--- config.mk ---
export PLATFORM = sky130hd
export DESIGN_NAME = nearest_fingerprint_match_unit
export DESIGN_NICKNAME = d
export VERILOG_FILES = /design/src/nfm_pkg.sv /design/src/nearest_fingerprint_match_unit.sv /design/src/nfm_dist_unit.sv /design/src/nfm_seq.sv
export SDC_FILE = /design/constraint.sdc
export NUM_CORES = 1
export LEC_CHECK = 0
export ABC_AREA = 1
export ABC_CLOCK_PERIOD_IN_PS = 6460
export BUFFER_PORTS_ARGS = -buffer_cell sky130_fd_sc_hd__buf_2
export CORE_MARGIN = 3
export CORE_UTILIZATION = 62
export DETAILED_ROUTE_END_ITERATION = 8
export HOLD_SLACK_MARGIN = 0.03
export PLACE_DENSITY = 0.77
export RECOVER_POWER = 100
export SLEW_MARGIN = 30
export SYNTH_ARGS = -nofsm -noshare
export SYNTH_HDL_FRONTEND = slang
export SYNTH_SLANG_ARGS = --single-unit
--- constraint.sdc ---
create_clock -name clock -period 6.46 [get_ports clock]
set_input_delay 1.615 -clock clock [delete_from_list [all_inputs] [get_ports clock]]
set_output_delay 1.615 -clock clock [all_outputs]
set_load 0.005 [all_outputs]
--- src/nfm_pkg.sv ---
// nfm_pkg: shared types and constants for the nearest fingerprint match unit.
// No dependencies; used by every module under src.
package nfm_pkg;

   localparam int REG_COUNT = 8;   // reference entry registers
   localparam int IDX_W     = 3;   // index into the reference entries
   localparam int SIG_W     = 8;   // one signal reading
   localparam int ENTRY_W   = 16;  // one reference pair
   localparam int DIST_W    = 9;   // full Manhattan distance of two bytes
   localparam int BEST_W    = 7;   // best distance kept (at most the limit)
   localparam int POS_W     = 4;   // 1-based entry number

   localparam logic [BEST_W-1:0] DIST_LIMIT = 7'd120;

   typedef enum logic [1:0] {
      ST_IDLE,
      ST_SCAN,
      ST_HOLD
   } nfm_state_type;

   // sequencer to datapath control
   typedef struct packed {
      logic             clear;  // new request taken: capture readings, reset best
      logic             step;   // compare the entry at idx this cycle
      logic             load;   // move the final best into the output register
      logic [IDX_W-1:0] idx;    // entry under compare
   } nfm_ctl_type;

endpackage

--- src/nearest_fingerprint_match_unit.sv ---
// nearest_fingerprint_match_unit: top level, reference entry registers and
// response register. Depends on nfm_pkg, nfm_seq and nfm_dist_unit.
//
//  channel | ports                                   | direction
//  --------+-----------------------------------------+----------
//  request | req_valid, req_stall, req_signal_a/b    | in
//  response| rsp_valid, rsp_stall, rsp_position,     | out
//          | rsp_found, rsp_best_distance            |
//  csr     | csr_write, csr_index, csr_wdata         | in
//
// A request first captures the readings, then feeds the reference entries,
// one entry per cycle, through the single abs-diff/add/compare unit.
// The response sits in an output register; the next request is taken while it
// waits; the scan parks at its end only if the register is full and stalled.
// Reset (synchronous) clears the entries to 0 and empties the pipeline.
// Entries should only be written while no request is in flight.
module nearest_fingerprint_match_unit #(
   parameter int NUM_ENTRIES = 8
) (
   input  logic                          clock,
   input  logic                          reset,
   input  logic                          req_valid,
   output logic                          req_stall,
   input  logic [nfm_pkg::SIG_W-1:0]     req_signal_a,
   input  logic [nfm_pkg::SIG_W-1:0]     req_signal_b,
   output logic                          rsp_valid,
   input  logic                          rsp_stall,
   output logic [nfm_pkg::POS_W-1:0]     rsp_position,
   output logic                          rsp_found,
   output logic [nfm_pkg::BEST_W-1:0]    rsp_best_distance,
   input  logic                          csr_write,
   input  logic [nfm_pkg::IDX_W-1:0]     csr_index,
   input  logic [nfm_pkg::ENTRY_W-1:0]   csr_wdata
);
   import nfm_pkg::*;

   logic [ENTRY_W-1:0] entry_ff [REG_COUNT];
   nfm_ctl_type        ctl;
   logic [POS_W-1:0]   pos_next;
   logic [BEST_W-1:0]  best_next;
   logic [POS_W-1:0]   pos_ff;
   logic [BEST_W-1:0]  best_ff;

   // reference entry registers
   always_ff @(posedge clock) begin
      if (reset) begin
         for (int i = 0; i < REG_COUNT; i++) entry_ff[i] <= '0;
      end else if (csr_write) begin
         entry_ff[csr_index] <= csr_wdata;
      end
   end

   nfm_seq #(
      .NUM_ENTRIES (NUM_ENTRIES)
   ) u_seq (
      .clock     (clock),
      .reset     (reset),
      .req_valid (req_valid),
      .req_stall (req_stall),
      .rsp_stall (rsp_stall),
      .rsp_valid (rsp_valid),
      .ctl       (ctl)
   );

   nfm_dist_unit u_dist (
      .clock     (clock),
      .reset     (reset),
      .ctl       (ctl),
      .signal_a  (req_signal_a),
      .signal_b  (req_signal_b),
      .entry     (entry_ff[ctl.idx]),
      .pos_next  (pos_next),
      .best_next (best_next)
   );

   // response payload register; loaded once per request
   always_ff @(posedge clock) begin
      if (ctl.load) begin
         pos_ff  <= pos_next;
         best_ff <= best_next;
      end
   end

   assign rsp_position      = pos_ff;
   assign rsp_found         = pos_ff != '0;
   assign rsp_best_distance = best_ff;

   a_found_below_limit: assert property (@(posedge clock) disable iff (reset)
      (rsp_valid && rsp_found) |-> (rsp_best_distance < DIST_LIMIT))
      else $error("found response with distance at or above limit");

endmodule

--- src/nfm_dist_unit.sv ---
// nfm_dist_unit: shared distance and compare unit, one reference entry per cycle.
// Keeps the running best distance and position. Depends on nfm_pkg.
module nfm_dist_unit (
   input  logic                     clock,
   input  logic                     reset,
   input  nfm_pkg::nfm_ctl_type     ctl,
   input  logic [nfm_pkg::SIG_W-1:0]   signal_a,
   input  logic [nfm_pkg::SIG_W-1:0]   signal_b,
   input  logic [nfm_pkg::ENTRY_W-1:0] entry,
   output logic [nfm_pkg::POS_W-1:0]   pos_next,
   output logic [nfm_pkg::BEST_W-1:0]  best_next
);
   import nfm_pkg::*;

   logic [SIG_W-1:0]  sig_a_ff, sig_a_in;
   logic [SIG_W-1:0]  sig_b_ff, sig_b_in;
   logic [BEST_W-1:0] best_ff, best_in;
   logic [POS_W-1:0]  pos_ff, pos_in;
   logic [SIG_W-1:0]  ent_a, ent_b, diff_a, diff_b;
   logic [DIST_W-1:0] man_dist;
   logic              hit;

   assign ent_a = entry[ENTRY_W-1:SIG_W];
   assign ent_b = entry[SIG_W-1:0];

   always_comb begin
      diff_a   = (sig_a_ff >= ent_a) ? (sig_a_ff - ent_a) : (ent_a - sig_a_ff);
      diff_b   = (sig_b_ff >= ent_b) ? (sig_b_ff - ent_b) : (ent_b - sig_b_ff);
      man_dist = {1'b0, diff_a} + {1'b0, diff_b};
      // strict compare: ties keep the lower entry
      hit      = man_dist < {{(DIST_W-BEST_W){1'b0}}, best_ff};
   end

   always_comb begin
      sig_a_in = sig_a_ff;
      sig_b_in = sig_b_ff;
      best_in  = best_ff;
      pos_in   = pos_ff;
      if (ctl.clear) begin
         sig_a_in = signal_a;
         sig_b_in = signal_b;
         best_in  = DIST_LIMIT;
         pos_in   = '0;
      end else if (ctl.step && hit) begin
         best_in  = man_dist[BEST_W-1:0];
         pos_in   = {{(POS_W-IDX_W){1'b0}}, ctl.idx} + POS_W'(1);
      end
   end

   assign pos_next  = pos_in;
   assign best_next = best_in;

   always_ff @(posedge clock) begin
      sig_a_ff <= sig_a_in;
      sig_b_ff <= sig_b_in;
      if (reset) begin
         best_ff <= DIST_LIMIT;
         pos_ff  <= '0;
      end else begin
         best_ff <= best_in;
         pos_ff  <= pos_in;
      end
   end

   a_best_in_range: assert property (@(posedge clock) disable iff (reset)
      best_ff <= DIST_LIMIT)
      else $error("best distance above limit");

   a_pos_matches_best: assert property (@(posedge clock) disable iff (reset)
      (pos_ff == '0) == (best_ff == DIST_LIMIT))
      else $error("position and best distance disagree");

endmodule

--- src/nfm_seq.sv ---
// nfm_seq: sequencer stepping the shared distance unit over the entries,
// plus the response valid flag. Depends on nfm_pkg.
module nfm_seq #(
   parameter int NUM_ENTRIES = 8
) (
   input  logic                 clock,
   input  logic                 reset,
   input  logic                 req_valid,
   output logic                 req_stall,
   input  logic                 rsp_stall,
   output logic                 rsp_valid,
   output nfm_pkg::nfm_ctl_type ctl
);
   import nfm_pkg::*;

   localparam logic [IDX_W-1:0] LAST = IDX_W'(NUM_ENTRIES - 1);

   nfm_state_type    state_ff, state_in;
   logic [IDX_W-1:0] idx_ff, idx_in;
   logic             rsp_valid_ff, rsp_valid_in;
   logic             out_free, last;

   assign out_free = !rsp_valid_ff || !rsp_stall;
   assign last     = idx_ff == LAST;

   // next state
   always_comb begin
      state_in = state_ff;
      idx_in   = idx_ff;
      unique case (state_ff)
         ST_IDLE: begin
            idx_in = '0;
            if (req_valid) state_in = ST_SCAN;
         end
         ST_SCAN: begin
            if (last) begin
               state_in = out_free ? ST_IDLE : ST_HOLD;
            end else begin
               idx_in = idx_ff + IDX_W'(1);
            end
         end
         ST_HOLD: begin
            if (out_free) state_in = ST_IDLE;
         end
         default: state_in = ST_IDLE;
      endcase
   end

   // outputs
   always_comb begin
      req_stall = 1'b1;
      ctl       = '0;
      ctl.idx   = idx_ff;
      unique case (state_ff)
         ST_IDLE: begin
            req_stall = 1'b0;
            ctl.clear = req_valid;
         end
         ST_SCAN: begin
            ctl.step = 1'b1;
            ctl.load = last && out_free;
         end
         ST_HOLD: begin
            ctl.load = out_free;
         end
         default: ;
      endcase
      rsp_valid_in = ctl.load || (rsp_valid_ff && rsp_stall);
   end

   assign rsp_valid = rsp_valid_ff;

   always_ff @(posedge clock) begin
      if (reset) begin
         state_ff     <= ST_IDLE;
         idx_ff       <= '0;
         rsp_valid_ff <= 1'b0;
      end else begin
         state_ff     <= state_in;
         idx_ff       <= idx_in;
         rsp_valid_ff <= rsp_valid_in;
      end
   end

   a_idx_in_range: assert property (@(posedge clock) disable iff (reset)
      (state_ff == ST_SCAN) |-> (idx_ff <= LAST))
      else $error("entry index past last entry");

   a_hold_only_when_full: assert property (@(posedge clock) disable iff (reset)
      (state_ff == ST_HOLD) |-> rsp_valid_ff)
      else $error("holding a result with an empty output register");

endmodule
==> flow_summary.toml <==
[layout]
mostFrequentLayoutCells = "nor2_1 (234), edfxtp_1 (155), inv_1 (150), nand2_1 (141), ha_1 (49)"
final_layout_size_suffix_gt1_share_pct = 9.68
final_nets = 1166
insertedDiodeCount = 0
post_layout_nonfiller_instances = 1269
synthToLayoutAreaGrowth_pct = 9.30
final_common_cell = "nor2_1"

[drt]
wl_per_cell_um = 17.0
drc = 0
drtIter0Drc = 741
first_pass_iters = 6
antenna_left = 0
viasPerCell = 5.66
drt_wl_total_mm = 21.5
vias = 7180

[yosys]
yosys_warnings = 0
netlist_instances = 1036
ys_seq_elements = 175
seq_area_frac_synth_pct = 53.3
netlist_area_mm2 = 0.00948
avgSynthCellArea_um2 = 9.15
ys_types = 41
syn_nets = 1130

[worst_hold_path]
min_to = "u_seq.state_ff[0]$_SDFFE_PP0P_"
hold_start = "u_seq.state_ff[0]$_SDFFE_PP0P_"
worstHoldPathCells = 2
hp-class = "flop to flop"

[clocking]
clock_sinks = 175
cts_resized = 0
hold_buffers = 0
cts_max_level = 4
path_clk_slew_ns = 0.07
numCtsBuffers = 17
clkLatencyLatePin_ns = 0.43
cts_tree = "done"
post_cts_buffers = 0
clock-root-buffer = "clkbuf_16"
clockBufferDepth = 2

[global_route]
grt_max_degree = 56
grt_overflow = 0
antenna_found_initial = 0
grt_pass1_wl_mm = 34.5
grt_use_total_pct = 26.8
grt_pass1_vias = 6888

[floorplanning]
coreArea_mm2 = 0.0148
io_pins = 54
die_y_um = 130
die_w_um = 130
start_util_pct = 64.3
rows = 44
die-area_mm2 = 0.0168

[worst_setup_path]
critPathMaxStageDelay_ns = 0.46
critPathSlowestCell = "fa_1"
end_kind = "flop"
ff2ff_path_depth = 27
cp_common_cell = "nand2_1"
arrival_ns = 5.90
worst-path-max-fanout = 24
critical_path_required_ns = 6.61
reg2reg_to = "rsp_best_distance[6]$_DFFE_PP_"
cp-start-kind = "flop"
rrSetupSlack_ns = 0.71
crit_type = "flop to flop"

[timing]
min_period_ns = 5.75
slew_viol_final = 0
slew_headroom_pct = 30.5
tightest_slew_ns = 1.04
rsz0062_at_grt = "false"
tns_ns = 0
finalCritPeriodShare_pct = 89.0
skew_ns = 0.0117
clock.fmax_mhz = 174
setup_viol = 0
timing.final.ws_setup_ns = 0.712
hold_violations = 0

[job]
drv_cap = 0

[placement]
hpwl_mm = 14.0
place_congestion = 0.911
dp_cells = 1237
port_buffers = 53
dpl_worst_slack_ns = 0.709

[power_and_ir_drop]
power_density_mw_per_mm2 = 574
vdd_drop_max_v = 0.000721
p_leak_nw = 4.62
totalPowerFinal_w = 0.00595

[outcome]
status = "finished, final reports clean"
==> area by class of cell <==
cell class / count / area [um^2]
sequential: 175 / 5060
fill: 1130 / 4390
multi-input combinational: 659 / 3590
inverter: 157 / 589
clock buffer: 18 / 429
timing repair buffer: 62 / 313
tap: 184 / 230
clock inverter: 14 / 151
==> sequential cells by signal (all words and copies together), names as in the netlist, named ones only <==
name,count
u_seq.rsp_valid,1
u_seq.state_ff,2
u_dist.sig_a_ff,8
u_dist.best_ff,7
entry_ff,128
u_dist.sig_b_ff,8
u_seq.idx_ff,3
rsp_position,4
rsp_best_distance,7
u_dist.pos_ff,4
==> worst max-delay path: cells and delay by family (launching register included) <==
family          cells  cell delay [ns]
compound gates      3             0.77
xor+xnor            1             0.21
fa+ha+maj           3             1.18
buf+inv             5             0.94
flops               1             0.33
simple gates       15             2.01
==> worst max-delay path by stage <==
stage	depth (start not counted)	endpoint	startpoint	slack, ns
after floorplan	30	rsp_best_distance[1]$_DFFE_PP_	flop	1.87
after detailed placement	24	rsp_best_distance[6]$_DFFE_PP_	flop	0.71
after global routing	27	rsp_best_distance[3]$_DFFE_PP_	flop	0.18
after global placement	24	rsp_best_distance[6]$_DFFE_PP_	flop	0.90
final	27	rsp_best_distance[6]$_DFFE_PP_	flop	0.71
after CTS	26	rsp_best_distance[3]$_DFFE_PP_	flop	0.66
==> cell usage after synthesis, drive strengths merged <==
cell type,count,area share [%]
a211oi,1,0.079
or4,1,0.079
ha,49,6.5
and3,1,0.066
edfxtp,155,49
xor2,19,1.8
fa,5,1.1
buf,22,1.4
o21ai,64,3.5
xnor2,4,0.37
nand3,29,2.0
a22oi,1,0.079
nor3b,1,0.079
inv,156,6.2
o22ai,1,0.066
o32ai,30,2.8
nand3b,1,0.079
nor2,241,9.7
clkinv,1,0.040
a21oi,36,1.9
o21bai,4,0.32
nand4,16,1.1
o221ai,2,0.18
a31oi,2,0.13
mux2i,2,0.21
dfxtp,20,4.2
nor3,3,0.21
clkbuf,23,0.94
nand2,144,5.9
or2,2,0.13
==> logic make-up (layout without fill, tap and decap cells) <==
family                     count (synthesis)  after routing  share of synthesized area (%)
and+or+nand+nor                          439            439                           19.3
buffers and inverters                    202            251                           8.54
DFF                                      175            175                           53.3
AOI/OAI and AO/OA                        141            141                           8.99
adders and majority gates                 54             54                           7.52
xor gates and xnor gates                  23             23                           2.12
muxes                                      2              2                          0.211
==> where the power goes <==
group	internal, W	total [W]	switching, W
Sequential	0.00139	0.00145	0.0000659
Combinational	0.00118	0.00348	0.00230
Clock	0.000545	0.00102	0.000470
Total	0.00312	0.00595	0.00283
==> stage by stage <==
step / cell area [um^2] / hold slack (ns) / utilization (%)
finish: 10400 / 0.497 / 70.3
CTS: 10400 / 0.506 / 70.5
global route: 10400 / 0.516 / 70.3
detailed placement: 9830 / 0.471 / 66.6
global placement: 9830 / 0.476 / 66.6
floorplan: 9480 / 0.450 / -
==> layer usage <==
| layer | GRT usage [%] | vias to the layer above | share of wire, % |
|---|---|---|---|
| met5 | 0 | - | 0 |
| met1 | 34.5 | 3387 | 41 |
| li1 | - | 3477 | - |
| met2 | 45.1 | 273 | 50 |
| met4 | 9.17 | 0 | 2.3 |
| met3 | 5.94 | 43 | 6.4 |
Power figures use the tool's default switching activity.
